===== src/design/spt_pkg.sv =====
// shared types and constants for the sync pulse train generator
package spt_pkg;

  // configuration register indexes
  typedef enum logic [2:0] {
    REG_SYNC_ON   = 3'd0,
    REG_FIRST_ON  = 3'd1,
    REG_ON_STEP   = 3'd2,
    REG_OFF       = 3'd3,
    REG_FINAL_OFF = 3'd4,
    REG_PULSE_CNT = 3'd5,
    REG_DROPPED   = 3'd6
  } cfg_reg_t;

  localparam int CFG_INDEX_W = 3;

  // reset values of the configuration registers
  localparam int SYNC_ON_RST   = 50;
  localparam int FIRST_ON_RST  = 400;
  localparam int ON_STEP_RST   = 50;
  localparam int OFF_RST       = 900;
  localparam int FINAL_OFF_RST = 6000;
  localparam int PULSE_CNT_RST = 16;
  localparam int DROPPED_RST   = 3;

  typedef enum logic [3:0] {
    PH_SYNC  = 4'b0001,
    PH_ON    = 4'b0010,
    PH_OFF   = 4'b0100,
    PH_FINAL = 4'b1000
  } phase_t;

  // button flags after this item's edge update
  typedef struct packed {
    logic enable;
    logic normal;
  } flags_t;

endpackage


===== src/design/spt_ifs.sv =====
// valid/ready channels for button items and line-level results

interface spt_in_if;
  logic valid;
  logic ready;
  logic enable_button;
  logic select_button;

  modport source (output valid, output enable_button, output select_button, input ready);
  modport sink (input valid, input enable_button, input select_button, output ready);
endinterface

interface spt_out_if;
  logic valid;
  logic ready;
  logic data_level;
  logic sync_level;
  logic enabled;
  logic normal_mode;

  modport source (output valid, output data_level, output sync_level, output enabled,
                  output normal_mode, input ready);
  modport sink (input valid, input data_level, input sync_level, input enabled,
                input normal_mode, output ready);
endinterface


===== src/design/spt_cfg_regs.sv =====
// configuration register bank with write port
module spt_cfg_regs #(
  parameter int TIME_WIDTH  = 24,
  parameter int INDEX_WIDTH = 5
) (
  input  logic                          clk,
  input  logic                          rst_n,
  input  logic                          cfg_we,
  input  logic [spt_pkg::CFG_INDEX_W-1:0] cfg_index,
  input  logic [TIME_WIDTH-1:0]         cfg_data,
  output logic [TIME_WIDTH-1:0]         sync_on,
  output logic [TIME_WIDTH-1:0]         first_on,
  output logic [TIME_WIDTH-1:0]         on_step,
  output logic [TIME_WIDTH-1:0]         off_len,
  output logic [TIME_WIDTH-1:0]         final_off,
  output logic [INDEX_WIDTH-1:0]        pulse_cnt,
  output logic [INDEX_WIDTH-1:0]        dropped
);

  logic [TIME_WIDTH-1:0]  sync_on_r, first_on_r, on_step_r, off_r, final_off_r;
  logic [INDEX_WIDTH-1:0] pulse_cnt_r, dropped_r;

  always_ff @(posedge clk) begin
    if (!rst_n) begin
      sync_on_r   <= TIME_WIDTH'(spt_pkg::SYNC_ON_RST);
      first_on_r  <= TIME_WIDTH'(spt_pkg::FIRST_ON_RST);
      on_step_r   <= TIME_WIDTH'(spt_pkg::ON_STEP_RST);
      off_r       <= TIME_WIDTH'(spt_pkg::OFF_RST);
      final_off_r <= TIME_WIDTH'(spt_pkg::FINAL_OFF_RST);
      pulse_cnt_r <= INDEX_WIDTH'(spt_pkg::PULSE_CNT_RST);
      dropped_r   <= INDEX_WIDTH'(spt_pkg::DROPPED_RST);
    end else if (cfg_we) begin
      case (cfg_index)
        spt_pkg::REG_SYNC_ON:   sync_on_r   <= cfg_data;
        spt_pkg::REG_FIRST_ON:  first_on_r  <= cfg_data;
        spt_pkg::REG_ON_STEP:   on_step_r   <= cfg_data;
        spt_pkg::REG_OFF:       off_r       <= cfg_data;
        spt_pkg::REG_FINAL_OFF: final_off_r <= cfg_data;
        spt_pkg::REG_PULSE_CNT: pulse_cnt_r <= cfg_data[INDEX_WIDTH-1:0];
        spt_pkg::REG_DROPPED:   dropped_r   <= cfg_data[INDEX_WIDTH-1:0];
        default: ;
      endcase
    end
  end

  assign sync_on   = sync_on_r;
  assign first_on  = first_on_r;
  assign on_step   = on_step_r;
  assign off_len   = off_r;
  assign final_off = final_off_r;
  assign pulse_cnt = pulse_cnt_r;
  assign dropped   = dropped_r;

endmodule


===== src/design/spt_flags.sv =====
// button rising-edge detection and enable / mode flags
module spt_flags (
  input  logic            clk,
  input  logic            rst_n,
  input  logic            step,
  input  logic            enable_button,
  input  logic            select_button,
  output spt_pkg::flags_t flags
);

  logic enable_prev_r, select_prev_r;
  logic enable_r, normal_r;
  logic enable_nxt, normal_nxt;

  assign enable_nxt = enable_r ^ (enable_button & ~enable_prev_r);
  assign normal_nxt = normal_r ^ (select_button & ~select_prev_r);

  always_ff @(posedge clk) begin
    if (!rst_n) begin
      enable_prev_r <= 1'b0;
      select_prev_r <= 1'b0;
      enable_r      <= 1'b0;
      normal_r      <= 1'b1;
    end else if (step) begin
      enable_prev_r <= enable_button;
      select_prev_r <= select_button;
      enable_r      <= enable_nxt;
      normal_r      <= normal_nxt;
    end
  end

  assign flags.enable = enable_nxt;
  assign flags.normal = normal_nxt;

endmodule


===== src/design/spt_seq.sv =====
// frame sequencer: sync pulse, growing data pulses, off gaps and final gap
module spt_seq #(
  parameter int TIME_WIDTH  = 24,
  parameter int INDEX_WIDTH = 5
) (
  input  logic                   clk,
  input  logic                   rst_n,
  input  logic                   step,
  input  spt_pkg::flags_t        flags,
  input  logic [TIME_WIDTH-1:0]  sync_on,
  input  logic [TIME_WIDTH-1:0]  first_on,
  input  logic [TIME_WIDTH-1:0]  on_step,
  input  logic [TIME_WIDTH-1:0]  off_len,
  input  logic [TIME_WIDTH-1:0]  final_off,
  input  logic [INDEX_WIDTH-1:0] pulse_cnt,
  input  logic [INDEX_WIDTH-1:0] dropped,
  output logic                   data_level,
  output logic                   sync_level
);

  spt_pkg::phase_t        phase_r, phase_nxt, phase_cur;
  logic [TIME_WIDTH-1:0]  ticks_r, ticks_nxt, ticks_inc;
  logic [TIME_WIDTH-1:0]  width_r, width_nxt, width_sat;
  logic [TIME_WIDTH:0]    width_sum;
  logic [INDEX_WIDTH-1:0] idx_r, idx_nxt;
  logic [INDEX_WIDTH:0]   idx_plus_drop;
  logic                   drive_r, drive_nxt, drive_cur;
  logic                   skip;
  logic [TIME_WIDTH-1:0]  len, len_eff;
  logic                   done;

  assign idx_plus_drop = {1'b0, idx_r} + {1'b0, dropped};
  assign skip = (idx_r > pulse_cnt) ||
                (!flags.normal && (idx_plus_drop > {1'b0, pulse_cnt}));

  assign width_sum = {1'b0, width_r} + {1'b0, on_step};
  assign width_sat = width_sum[TIME_WIDTH] ? {TIME_WIDTH{1'b1}} : width_sum[TIME_WIDTH-1:0];

  // flags are sampled on the first tick of a data pulse
  always_comb begin
    phase_cur = phase_r;
    drive_cur = drive_r;
    if (phase_r == spt_pkg::PH_ON && ticks_r == '0) begin
      if (skip) begin
        phase_cur = spt_pkg::PH_FINAL;
        drive_cur = 1'b0;
      end else begin
        drive_cur = flags.enable;
      end
    end
  end

  assign data_level = (phase_cur == spt_pkg::PH_ON) && drive_cur;
  assign sync_level = (phase_cur == spt_pkg::PH_SYNC);

  always_comb begin
    case (phase_cur)
      spt_pkg::PH_SYNC: len = sync_on;
      spt_pkg::PH_ON:   len = width_r;
      spt_pkg::PH_OFF:  len = off_len;
      default:          len = final_off;
    endcase
  end

  assign len_eff   = (len == '0) ? TIME_WIDTH'(1) : len;
  assign ticks_inc = ticks_r + TIME_WIDTH'(1);
  assign done      = (ticks_inc == '0) || (ticks_inc >= len_eff);

  always_comb begin
    phase_nxt = phase_cur;
    ticks_nxt = ticks_inc;
    drive_nxt = drive_cur;
    idx_nxt   = idx_r;
    width_nxt = width_r;
    if (done) begin
      ticks_nxt = '0;
      case (phase_cur)
        spt_pkg::PH_SYNC: phase_nxt = spt_pkg::PH_ON;
        spt_pkg::PH_ON: begin
          phase_nxt = spt_pkg::PH_OFF;
          drive_nxt = 1'b0;
        end
        spt_pkg::PH_OFF: begin
          if (idx_r >= pulse_cnt) begin
            phase_nxt = spt_pkg::PH_FINAL;
          end else begin
            phase_nxt = spt_pkg::PH_ON;
            idx_nxt   = idx_r + INDEX_WIDTH'(1);
            width_nxt = width_sat;
          end
        end
        default: begin
          // new frame
          phase_nxt = spt_pkg::PH_SYNC;
          idx_nxt   = INDEX_WIDTH'(1);
          width_nxt = first_on;
          drive_nxt = 1'b0;
        end
      endcase
    end
  end

  always_ff @(posedge clk) begin
    if (!rst_n) begin
      phase_r <= spt_pkg::PH_SYNC;
      ticks_r <= '0;
      width_r <= TIME_WIDTH'(spt_pkg::FIRST_ON_RST);
      idx_r   <= INDEX_WIDTH'(1);
      drive_r <= 1'b0;
    end else if (step) begin
      phase_r <= phase_nxt;
      ticks_r <= ticks_nxt;
      width_r <= width_nxt;
      idx_r   <= idx_nxt;
      drive_r <= drive_nxt;
    end
  end

  a_lines_exclusive: assert property (@(posedge clk) disable iff (!rst_n)
    !(data_level && sync_level))
    else $error("data and sync lines high together");

  a_index_nonzero: assert property (@(posedge clk) disable iff (!rst_n)
    idx_r != '0)
    else $error("pulse index reached zero");

  a_frame_restart: assert property (@(posedge clk) disable iff (!rst_n)
    step && done && phase_cur == spt_pkg::PH_FINAL |=>
      phase_r == spt_pkg::PH_SYNC && idx_r == INDEX_WIDTH'(1) && ticks_r == '0)
    else $error("frame did not restart after final gap");

endmodule


===== src/design/sync_pulse_train_generator_core.sv =====
// top level of the sync pulse train generator: channels, pipeline and config port
//
// Each input item is one time tick carrying the two button levels; each tick
// yields exactly one result item with the data line, sync line and both flags.
// An item is taken every cycle as long as the result side keeps up: the tick
// is held in the input register, the sequencer (one 24-bit increment and
// compare on the phase counter) updates while the tick is held there, and the
// result is held in the output register, so throughput is one item per
// cycle. Configuration registers are written through cfg_we, cfg_index and
// cfg_data and take effect on the next tick; writes to an index beyond the
// register list are dropped.
module sync_pulse_train_generator_core #(
  parameter int TIME_WIDTH  = 24,
  parameter int INDEX_WIDTH = 5
) (
  input  logic                            clk,
  input  logic                            rst_n,
  spt_in_if.sink                          in_ch,
  spt_out_if.source                       out_ch,
  input  logic                            cfg_we,
  input  logic [spt_pkg::CFG_INDEX_W-1:0] cfg_index,
  input  logic [TIME_WIDTH-1:0]           cfg_data
);

  logic                   s1_valid_r;
  logic                   s1_enable_r, s1_select_r;
  logic                   out_valid_r;
  logic                   out_data_r, out_sync_r, out_enabled_r, out_normal_r;
  logic                   advance, step;
  spt_pkg::flags_t        flags;
  logic                   data_level, sync_level;
  logic [TIME_WIDTH-1:0]  sync_on, first_on, on_step, off_len, final_off;
  logic [INDEX_WIDTH-1:0] pulse_cnt, dropped;

  assign advance     = !out_valid_r || out_ch.ready;
  assign step        = s1_valid_r && advance;
  assign in_ch.ready = !s1_valid_r || advance;

  always_ff @(posedge clk) begin
    if (!rst_n) begin
      s1_valid_r <= 1'b0;
    end else if (in_ch.ready) begin
      s1_valid_r <= in_ch.valid;
    end
  end

  always_ff @(posedge clk) begin
    if (in_ch.ready && in_ch.valid) begin
      s1_enable_r <= in_ch.enable_button;
      s1_select_r <= in_ch.select_button;
    end
  end

  spt_cfg_regs #(
    .TIME_WIDTH (TIME_WIDTH),
    .INDEX_WIDTH(INDEX_WIDTH)
  ) u_cfg (
    .clk      (clk),
    .rst_n    (rst_n),
    .cfg_we   (cfg_we),
    .cfg_index(cfg_index),
    .cfg_data (cfg_data),
    .sync_on  (sync_on),
    .first_on (first_on),
    .on_step  (on_step),
    .off_len  (off_len),
    .final_off(final_off),
    .pulse_cnt(pulse_cnt),
    .dropped  (dropped)
  );

  spt_flags u_flags (
    .clk          (clk),
    .rst_n        (rst_n),
    .step         (step),
    .enable_button(s1_enable_r),
    .select_button(s1_select_r),
    .flags        (flags)
  );

  spt_seq #(
    .TIME_WIDTH (TIME_WIDTH),
    .INDEX_WIDTH(INDEX_WIDTH)
  ) u_seq (
    .clk       (clk),
    .rst_n     (rst_n),
    .step      (step),
    .flags     (flags),
    .sync_on   (sync_on),
    .first_on  (first_on),
    .on_step   (on_step),
    .off_len   (off_len),
    .final_off (final_off),
    .pulse_cnt (pulse_cnt),
    .dropped   (dropped),
    .data_level(data_level),
    .sync_level(sync_level)
  );

  always_ff @(posedge clk) begin
    if (!rst_n) begin
      out_valid_r <= 1'b0;
    end else if (advance) begin
      out_valid_r <= s1_valid_r;
    end
  end

  always_ff @(posedge clk) begin
    if (step) begin
      out_data_r    <= data_level;
      out_sync_r    <= sync_level;
      out_enabled_r <= flags.enable;
      out_normal_r  <= flags.normal;
    end
  end

  assign out_ch.valid       = out_valid_r;
  assign out_ch.data_level  = out_data_r;
  assign out_ch.sync_level  = out_sync_r;
  assign out_ch.enabled     = out_enabled_r;
  assign out_ch.normal_mode = out_normal_r;

  a_ready_when_empty: assert property (@(posedge clk) disable iff (!rst_n)
    !out_valid_r |-> in_ch.ready)
    else $error("input stalled with empty result register");

  a_step_fills_output: assert property (@(posedge clk) disable iff (!rst_n)
    step |=> out_valid_r)
    else $error("processed item did not reach the result register");

endmodule


===== src/flat_wrapper.sv =====
// flat-port wrapper written by rule: the top's interface ports become plain ports
module sync_pulse_train_generator_core_flat 
#(
  parameter int TIME_WIDTH  = 24,
  parameter int INDEX_WIDTH = 5
)
  (clk, rst_n, cfg_we, cfg_index, cfg_data, in_ch_valid, in_ch_enable_button, in_ch_select_button, in_ch_ready, out_ch_valid, out_ch_data_level, out_ch_sync_level, out_ch_enabled, out_ch_normal_mode, out_ch_ready);
  spt_in_if in_ch_i ();
  spt_out_if out_ch_i ();
  input  logic clk;
  input  logic rst_n;
  input  logic cfg_we;
  input  logic [spt_pkg::CFG_INDEX_W-1:0] cfg_index;
  input  logic [TIME_WIDTH-1:0] cfg_data;
  input wire logic [$bits(in_ch_i.valid)-1:0] in_ch_valid;
  input wire logic [$bits(in_ch_i.enable_button)-1:0] in_ch_enable_button;
  input wire logic [$bits(in_ch_i.select_button)-1:0] in_ch_select_button;
  output wire logic [$bits(in_ch_i.ready)-1:0] in_ch_ready;
  output wire logic [$bits(out_ch_i.valid)-1:0] out_ch_valid;
  output wire logic [$bits(out_ch_i.data_level)-1:0] out_ch_data_level;
  output wire logic [$bits(out_ch_i.sync_level)-1:0] out_ch_sync_level;
  output wire logic [$bits(out_ch_i.enabled)-1:0] out_ch_enabled;
  output wire logic [$bits(out_ch_i.normal_mode)-1:0] out_ch_normal_mode;
  input wire logic [$bits(out_ch_i.ready)-1:0] out_ch_ready;
  assign in_ch_i.valid = in_ch_valid;
  assign in_ch_i.enable_button = in_ch_enable_button;
  assign in_ch_i.select_button = in_ch_select_button;
  assign in_ch_ready = in_ch_i.ready;
  assign out_ch_valid = out_ch_i.valid;
  assign out_ch_data_level = out_ch_i.data_level;
  assign out_ch_sync_level = out_ch_i.sync_level;
  assign out_ch_enabled = out_ch_i.enabled;
  assign out_ch_normal_mode = out_ch_i.normal_mode;
  assign out_ch_i.ready = out_ch_ready;
  sync_pulse_train_generator_core #(.TIME_WIDTH(TIME_WIDTH), .INDEX_WIDTH(INDEX_WIDTH)) u_core (.clk(clk), .rst_n(rst_n), .in_ch(in_ch_i), .out_ch(out_ch_i), .cfg_we(cfg_we), .cfg_index(cfg_index), .cfg_data(cfg_data));
endmodule

===== config.mk =====
export PLATFORM = sky130hd
export DESIGN_NAME = sync_pulse_train_generator_core_flat
export DESIGN_NICKNAME = d
export VERILOG_FILES = /design/src/design/spt_pkg.sv /design/src/design/spt_ifs.sv /design/src/design/spt_cfg_regs.sv /design/src/design/spt_flags.sv /design/src/design/spt_seq.sv /design/src/design/sync_pulse_train_generator_core.sv /design/src/flat_wrapper.sv
export SDC_FILE = /design/constraint.sdc
export NUM_CORES = 1
export LEC_CHECK = 0
export ABC_AREA = 1
export BUFFER_PORTS_ARGS = -buffer_cell sky130_fd_sc_hd__buf_4
export CORE_MARGIN = 2
export CORE_UTILIZATION = 60
export DETAILED_ROUTE_END_ITERATION = 10
export PLACE_DENSITY = 0.82
export SYNTH_ARGS = -nofsm -noshare
export SYNTH_HDL_FRONTEND = slang
export SYNTH_HIERARCHICAL = 1
export SYNTH_SLANG_ARGS = --single-unit

===== constraint.sdc =====
create_clock -name clk -period 6 [get_ports clk]
set_input_delay 0.9 -clock clk [delete_from_list [all_inputs] [get_ports clk]]
set_output_delay 0.9 -clock clk [all_outputs]
set_load 0.005 [all_outputs]

* Yosys cells after proc, flatten, opt, wreduce, memory -nomap -nowiden
Cells that the tools add are included.
Storage, ports and cells: bits in registers 200, bits of input ports 34, output and inout bits 6, word-level logic and storage cells 93
Operators by class: $add $sub $neg 4, order comparisons 4, eq/ne operators 11, muxes and demuxes 17, bitwise logic cells 7, reductions and logical operators 26
Operators with widths (number):
- $mux W24 | 4
- $logic_not A24 Y1 | 3
- $pmux W24 S3 | 1
- $pmux W24 S2 | 1
- $add A24 B24 Y25 | 1
- $add A24 B1 Y24 const B | 1
- $ge A24 B24 Y1 | 1
- $mux W4 | 4
- $reduce_and A2 Y1 | 7
- $pmux W4 S3 | 1
- $pmux W5 S2 | 1
- $eq A3 B3 Y1 const B | 3
- $eq A4 B2 Y1 const B | 2
- $add A5 B5 Y6 | 1
- $eq A3 B2 Y1 const B | 2
- $gt A6 B5 Y1 | 1
- $add A5 B1 Y5 const B | 1
- $ge A5 B5 Y1 | 1
- $gt A5 B5 Y1 | 1
- $logic_and A1 B1 Y1 | 5
- $mux W5 | 1
- $eq A4 B1 Y1 const B | 1
- $eq A4 B3 Y1 const B | 1
- $logic_or A1 B1 Y1 | 4
- 10 further kinds | 20

* Longest topological paths before layout
depth after elaboration 15, gate-level depth with buffers 44, mapped depth without buffers 42

* Modules after synthesis
Netlist, hierarchy kept.
By module, submodules not included:
- spt_seq | instances 1, cells each 1017, area each 6317.3 sq um, sequential area each 1161.1 sq um
- spt_cfg_regs | instances 1, cells each 725, area each 5051.1 sq um, sequential area each 2602.5 sq um
- sync_pulse_train_generator_core | instances 1, cells each 19, area each 275.3 sq um, sequential area each 220.2 sq um
- spt_flags | instances 1, cells each 30, area each 205.2 sq um, sequential area each 80.1 sq um

* Least setup slack after synthesis
OpenSTA, ideal clock, no wires.
kind register to register, start point register u_core.u_seq.idx_r[0], end point register u_core.u_seq.width_r[4], setup time 120 ps, arrival time 4457 ps, required time 5880 ps, slack 1423 ps, stages on the path, launching flop included 42, path buffers 2, period minus slack after synthesis 4577 ps, cells stage by stage dfxtp_1 ha_1 fa_1 xor2_1 ha_1 nand2_1 inv_1 nand2_1 nand2_1 nand2_1 nand2_1 nand2_1 nand2_1 nand2_1 nand2_1 nand2_1 nand3_1 nor2_1 [6 not listed] nand2_1 nor2_1 nand3_1 nand2_1 ha_1 inv_1 a21oi_1 o21ai_0 nand2_1 o211ai_1 nand3_1 nand3_1 a41oi_1 nand2_2 nand3_4 buf_2 a21oi_1 nand2_1
Between the ends: word-level cells in the longest chain between the ends 13, elaborated cells on any way between the ends 21, those cells by class add/sub (1); order compare (4); eq/ne (4); mux (5); bitwise (1); reduce/logical (6)
Ends and longest elaborated chain:
- start, declared | line spt_seq.sv:25 | logic [INDEX_WIDTH-1:0] idx_r, idx_nxt;
- start signal, assigned | line spt_seq.sv:114 | idx_r <= idx_nxt;
- $add A5 B5 Y6 | line spt_seq.sv:32 | assign idx_plus_drop = {1'b0, idx_r} + {1'b0, dropped};
- $gt A6 B5 Y1 | line spt_seq.sv:34 | (!flags.normal && (idx_plus_drop > {1'b0, pulse_cnt}));
- $logic_and A1 B1 Y1 | line spt_seq.sv:34
- $logic_or A1 B1 Y1 | line spt_seq.sv:33 | assign skip = (idx_r > pulse_cnt) ||
- $mux W4 | line spt_seq.sv:44 | if (skip) begin
- $mux W4 | line spt_seq.sv:43 | if (phase_r == spt_pkg::PH_ON && ticks_r == '0) begin
- $eq A4 B3 Y1 (tied with other cells) | line spt_seq.sv:57, spt_seq.sv:77
- $pmux W24 S3 | line spt_seq.sv:57 | case (phase_cur)
- $logic_not A24 Y1 | line spt_seq.sv:65 | assign len_eff = (len == '0) ? TIME_WIDTH'(1) : len;
- $mux W24 | line spt_seq.sv:65
- $ge A24 B24 Y1 | line spt_seq.sv:67 | assign done = (ticks_inc == '0) || (ticks_inc >= len_eff);
- $logic_or A1 B1 Y1 | line spt_seq.sv:67
- $reduce_and A4 Y1 (no line)
- end signal, assigned | line spt_seq.sv:107 | width_r <= TIME_WIDTH'(spt_pkg::FIRST_ON_RST);
- end signal, assigned | line spt_seq.sv:113 | width_r <= width_nxt;
- end, declared | line spt_seq.sv:23 | logic [TIME_WIDTH-1:0] width_r, width_nxt, width_sat;
Several ways; a longest one is shown, not always the timed one. A chain may end at the register's enable or synchronous reset.

* Worst setup path after layout
start point register u_core.u_seq.idx_r[2], end point register u_core.u_seq.ticks_r[21]
Between the ends: word-level cells in the longest chain between the ends 13, elaborated cells on any way between the ends 16, those cells by class add/sub (1); order compare (3); eq/ne (3); mux (5); reduce/logical (4)
Ends and longest elaborated chain:
- $add A5 B5 Y6 | line spt_seq.sv:32
- $gt A6 B5 Y1 | line spt_seq.sv:34
- $logic_and A1 B1 Y1 | line spt_seq.sv:34
- $logic_or A1 B1 Y1 * | line spt_seq.sv:33
- $mux W4 * | line spt_seq.sv:44
- $mux W4 * | line spt_seq.sv:43
- $eq A4 B3 Y1 (tied with other cells) | line spt_seq.sv:57
- $pmux W24 S3 * | line spt_seq.sv:57
- $logic_not A24 Y1 | line spt_seq.sv:65
- $mux W24 * | line spt_seq.sv:65
- $ge A24 B24 Y1 * | line spt_seq.sv:67
- $logic_or A1 B1 Y1 * | line spt_seq.sv:67
- $mux W24 * | line spt_seq.sv:75 | if (done) begin
- end signal, assigned | line spt_seq.sv:112 | ticks_r <= ticks_nxt;
- end, declared | line spt_seq.sv:22 | logic [TIME_WIDTH-1:0] ticks_r, ticks_nxt, ticks_inc;
Mark *: on every way between the ends. The rest lies on a longest branch, timed or not.

==> results_dict.tcl <==
set metrics [dict create \
    routed_wl_um 33400 \
    setup_viol 0 \
    detail-route-antenna-nets 0 \
    grt_overflow 0 \
    cts-buffers-inserted 17 \
    layout.cells.most_common_list "sky130_fd_sc_hd__nand2_1, sky130_fd_sc_hd__nor2_1, sky130_fd_sc_hd__dfxtp_1" \
    power.switching_fraction_pct 25.5 \
    clk_pin_slew_worst_paths_ps 70 \
    clk_latency_ps 440 \
    pwr-share-clk_pct 42.2 \
    final_net_count 1894 \
    worst_slew_pin_slew_ps 1300 \
    synthesis.area_um2 11800 \
    floorplan.initialDensity_pct 61.1 \
    design.die.area_um2 20900 \
    clock-sinks 200 \
    routabilityCongestion 0.956 \
    area_growth_syn_to_layout_pct 8.95 \
    worstHoldPathType "flip-flop to flip-flop" \
    critical_path.endpoint_type "flip-flop" \
    fillerInstances 1722 \
    hold_fix_buffers_at_cts 0 \
    layout_worst_path_cycle_share_pct 91.4 \
    drv_cap 0 \
    grt_antenna_before_repair 0 \
    tritoncts "built" \
    multi_input_comb_area_um2 6850 \
    outcome "finished, final reports clean" \
    p_int_mw 2.15 \
    setup_total_negative_slack_ps 0 \
    power.share.combinational_pct 9.7 \
    final-max-slew-violation-count 0 \
    row_count 51 \
    detailed_route_drc_error_count 0 \
    global_route_wire_length_before_repair_um 53200 \
    timing.setup.critical_path_class "flip-flop to flip-flop" \
    crit_arrival_ps 5780 \
    cp.required_ps 6300 \
    seq_area_um2 4060 \
    syn-num-nets 1894 \
    worstSetupStartpointType "flip-flop" \
    grt_setup_unrepaired "false" \
    timing.hold.ws_ps 467 \
    syn-mean-instance-area_um2 6.62 \
    grt_pass1_vias 10700 \
    clockRootBuffer "sky130_fd_sc_hd__clkbuf_16" \
    ys_warn_count 6 \
    power_density_nw_per_um2 224 \
    period_needed_ps 5480 \
    vias_per_cell 5.70 \
    finalHoldViolCount 0 \
    share_seq_of_total_power_pct 48.1 \
    clock-skew-final_ps 10.3 \
    slowest_delay_ps 430 \
    die-height_um 145 \
    drt_iter0_drc 1077 \
    critical-path-slowest-cell "sky130_fd_sc_hd__dfxtp_1" \
    fmax_ghz 0.182 \
    cts_htree_levels 4 \
    max-vdd-ir-drop_mv 0.220 \
    core_area_um2 19400 \
    numPortBuffers 39 \
    layout_commonest_cell "sky130_fd_sc_hd__nand2_1" \
    grt_start_max_net_pins 77 \
    die_w_um 145 \
    ys_types 48 \
    dpl.hpwl_um 23600 \
    ios 40 \
    globalRouteTotalUtil_pct 32.2 \
    worstPathMaxFanout 23 \
    power_leakage_nw 5.66 \
    p_switching_mw 0.739 \
    worst_path_most_repeated_cell "sky130_fd_sc_hd__nand2_1" \
    timing.slew.headroom_pct 13.2 \
    num_vias 11800 \
    post_route_cells_drive_above_1_share_pct 8.59 \
    ctsLongestPathBuffers 2 \
    antenna_cells 0 \
    synth-seq-cells 200 \
    synth_sequential_area_ratio_pct 34.3 \
    first_pass_iters 6 \
    syn_inst 1791 \
    route.detailed.wl_per_inst_um 16.1 \
]
[synth_stat cells (all sizes together)]
cell type | number | area (µm²)
clkinv | 2 | 8.75
ha | 67 | 838
buf | 48 | 249
a2bb2oi | 1 | 8.76
o2111ai | 1 | 8.76
xnor2 | 13 | 114
nand2 | 454 | 1720
inv | 156 | 586
fa | 2 | 40.0
edfxtp | 6 | 180
nand3b | 3 | 22.5
o22ai | 1 | 6.26
xor2 | 30 | 270
a21o | 3 | 22.5
a211oi | 15 | 158
nor4 | 7 | 43.8
nand3 | 181 | 938
o21ai | 50 | 250
a21oi | 102 | 537
a41oi | 1 | 8.76
mux2 | 1 | 11.3
or2 | 2 | 12.5
a31oi | 2 | 12.5
nand4 | 14 | 93.8
nor3 | 31 | 155
a21boi | 1 | 7.51
clkbuf | 30 | 113
nor2 | 353 | 1370
o211ai | 10 | 100
dfxtp | 194 | 3880
o21bai | 1 | 7.51
o21a | 9 | 67.6
[metal layers]
metal / vias to the layer above / GRT usage, % / wire length, µm
li1: 5749 / - / -
met1: 5396 / 42.3 / 13900
met2: 551 / 51.9 / 15200
met3: 107 / 5.00 / 2750
met4: 0 / 15.5 / 1510
met5: - / 0 / 0
[cell type report]
class / instances / share of cell area (%)
Sequential cell: 200 / 31.5
Tap cell: 265 / 2.57
Inverter: 158 / 4.67
Multi-Input combinational cell: 1355 / 53.1
Timing Repair Buffer: 59 / 3.46
Clock inverter: 11 / 1.10
Clock buffer: 21 / 3.65
[kinds of logic (layout without fill, tap and decap cells)]
group	count (synthesis)	after routing	share of synthesized area, %
xor gates and xnor gates	43	43	3.24
adders and majority gates	69	69	7.41
muxes	1	1	0.0950
buffers and inverters	236	249	8.07
AOI/OAI and AO/OA	197	197	10.1
DFF	200	200	34.3
and+or+nand+nor	1045	1045	36.8
[state kept, by name, indices dropped and copies added, names as in the netlist, 4 cells and up]
register                flops
u_core/u_seq/phase_r        4
u_core/u_cfg/off_len       24
u_core/u_cfg/first_on      24
u_core/u_cfg/pulse_cnt      5
u_core/u_cfg/dropped        5
u_core/u_cfg/on_step       24
u_core/u_cfg/final_off     24
u_core/u_seq/width_r       24
u_core/u_cfg/sync_on       24
u_core/u_seq/ticks_r       24
u_core/u_seq/idx_r          5
[power by group through the flow]
stage	sequential, mW	combinational (mW)	clock [mW]
after floorplan	1.41	0.194	0
after global placement	1.42	0.267	0
after detailed placement	1.42	0.272	0
after CTS	1.39	0.274	1.23
after global routing	1.39	0.311	1.28
final	1.39	0.279	1.22
[worst max-delay path: cells and delay by family, from the launching register on]
kind | cells | cell delay (ps)
adder cells (fa/ha/maj) | 3 | 790
AND/OR/NAND/NOR | 25 | 2350
flip-flops | 1 | 430
AO/OA/AOI/OAI | 7 | 880
XOR/XNOR | 1 | 150
buffers and inverters | 5 | 730
[what timing repair did]
action	4_1_cts	5_1_grt
setup buffers	0	3
gates resized for setup	0	8
setup endpoints to repair	0	53
[through the flow]
| stage | total power, mW | area (µm²) | worst slack [ps] | std cells | util (%) |
|---|---|---|---|---|---|
| CTS | 2.89 | 12900 | 528 | 2066 | 66.3 |
| floorplan | 1.61 | 11800 | 1420 | 1791 | - |
| global placement | 1.69 | 12200 | 736 | 2034 | 63.1 |
| detailed placement | 1.69 | 12200 | 567 | 2034 | 63.1 |
| global route | 2.99 | 12900 | 1.72 | 2069 | 66.6 |
| finish | 2.89 | 12900 | 516 | 2069 | 66.6 |
[final timing paths]
kind / slack (ps) / endpoint / depth (start not counted) / start
hold reg to reg: 470 / u_core/u_cfg/off_len[9] / 2 / u_core/u_cfg/off_len[9]
setup reg to reg: 520 / u_core/u_seq/ticks_r[21] / 41 / u_core/u_seq/idx_r[2]
setup / recovery: 520 / u_core/u_seq/ticks_r[21] / 41 / u_core/u_seq/idx_r[2]
hold / removal: 470 / u_core/u_cfg/off_len[9] / 2 / u_core/u_cfg/off_len[9]
(Power assumes the default switching activity.)
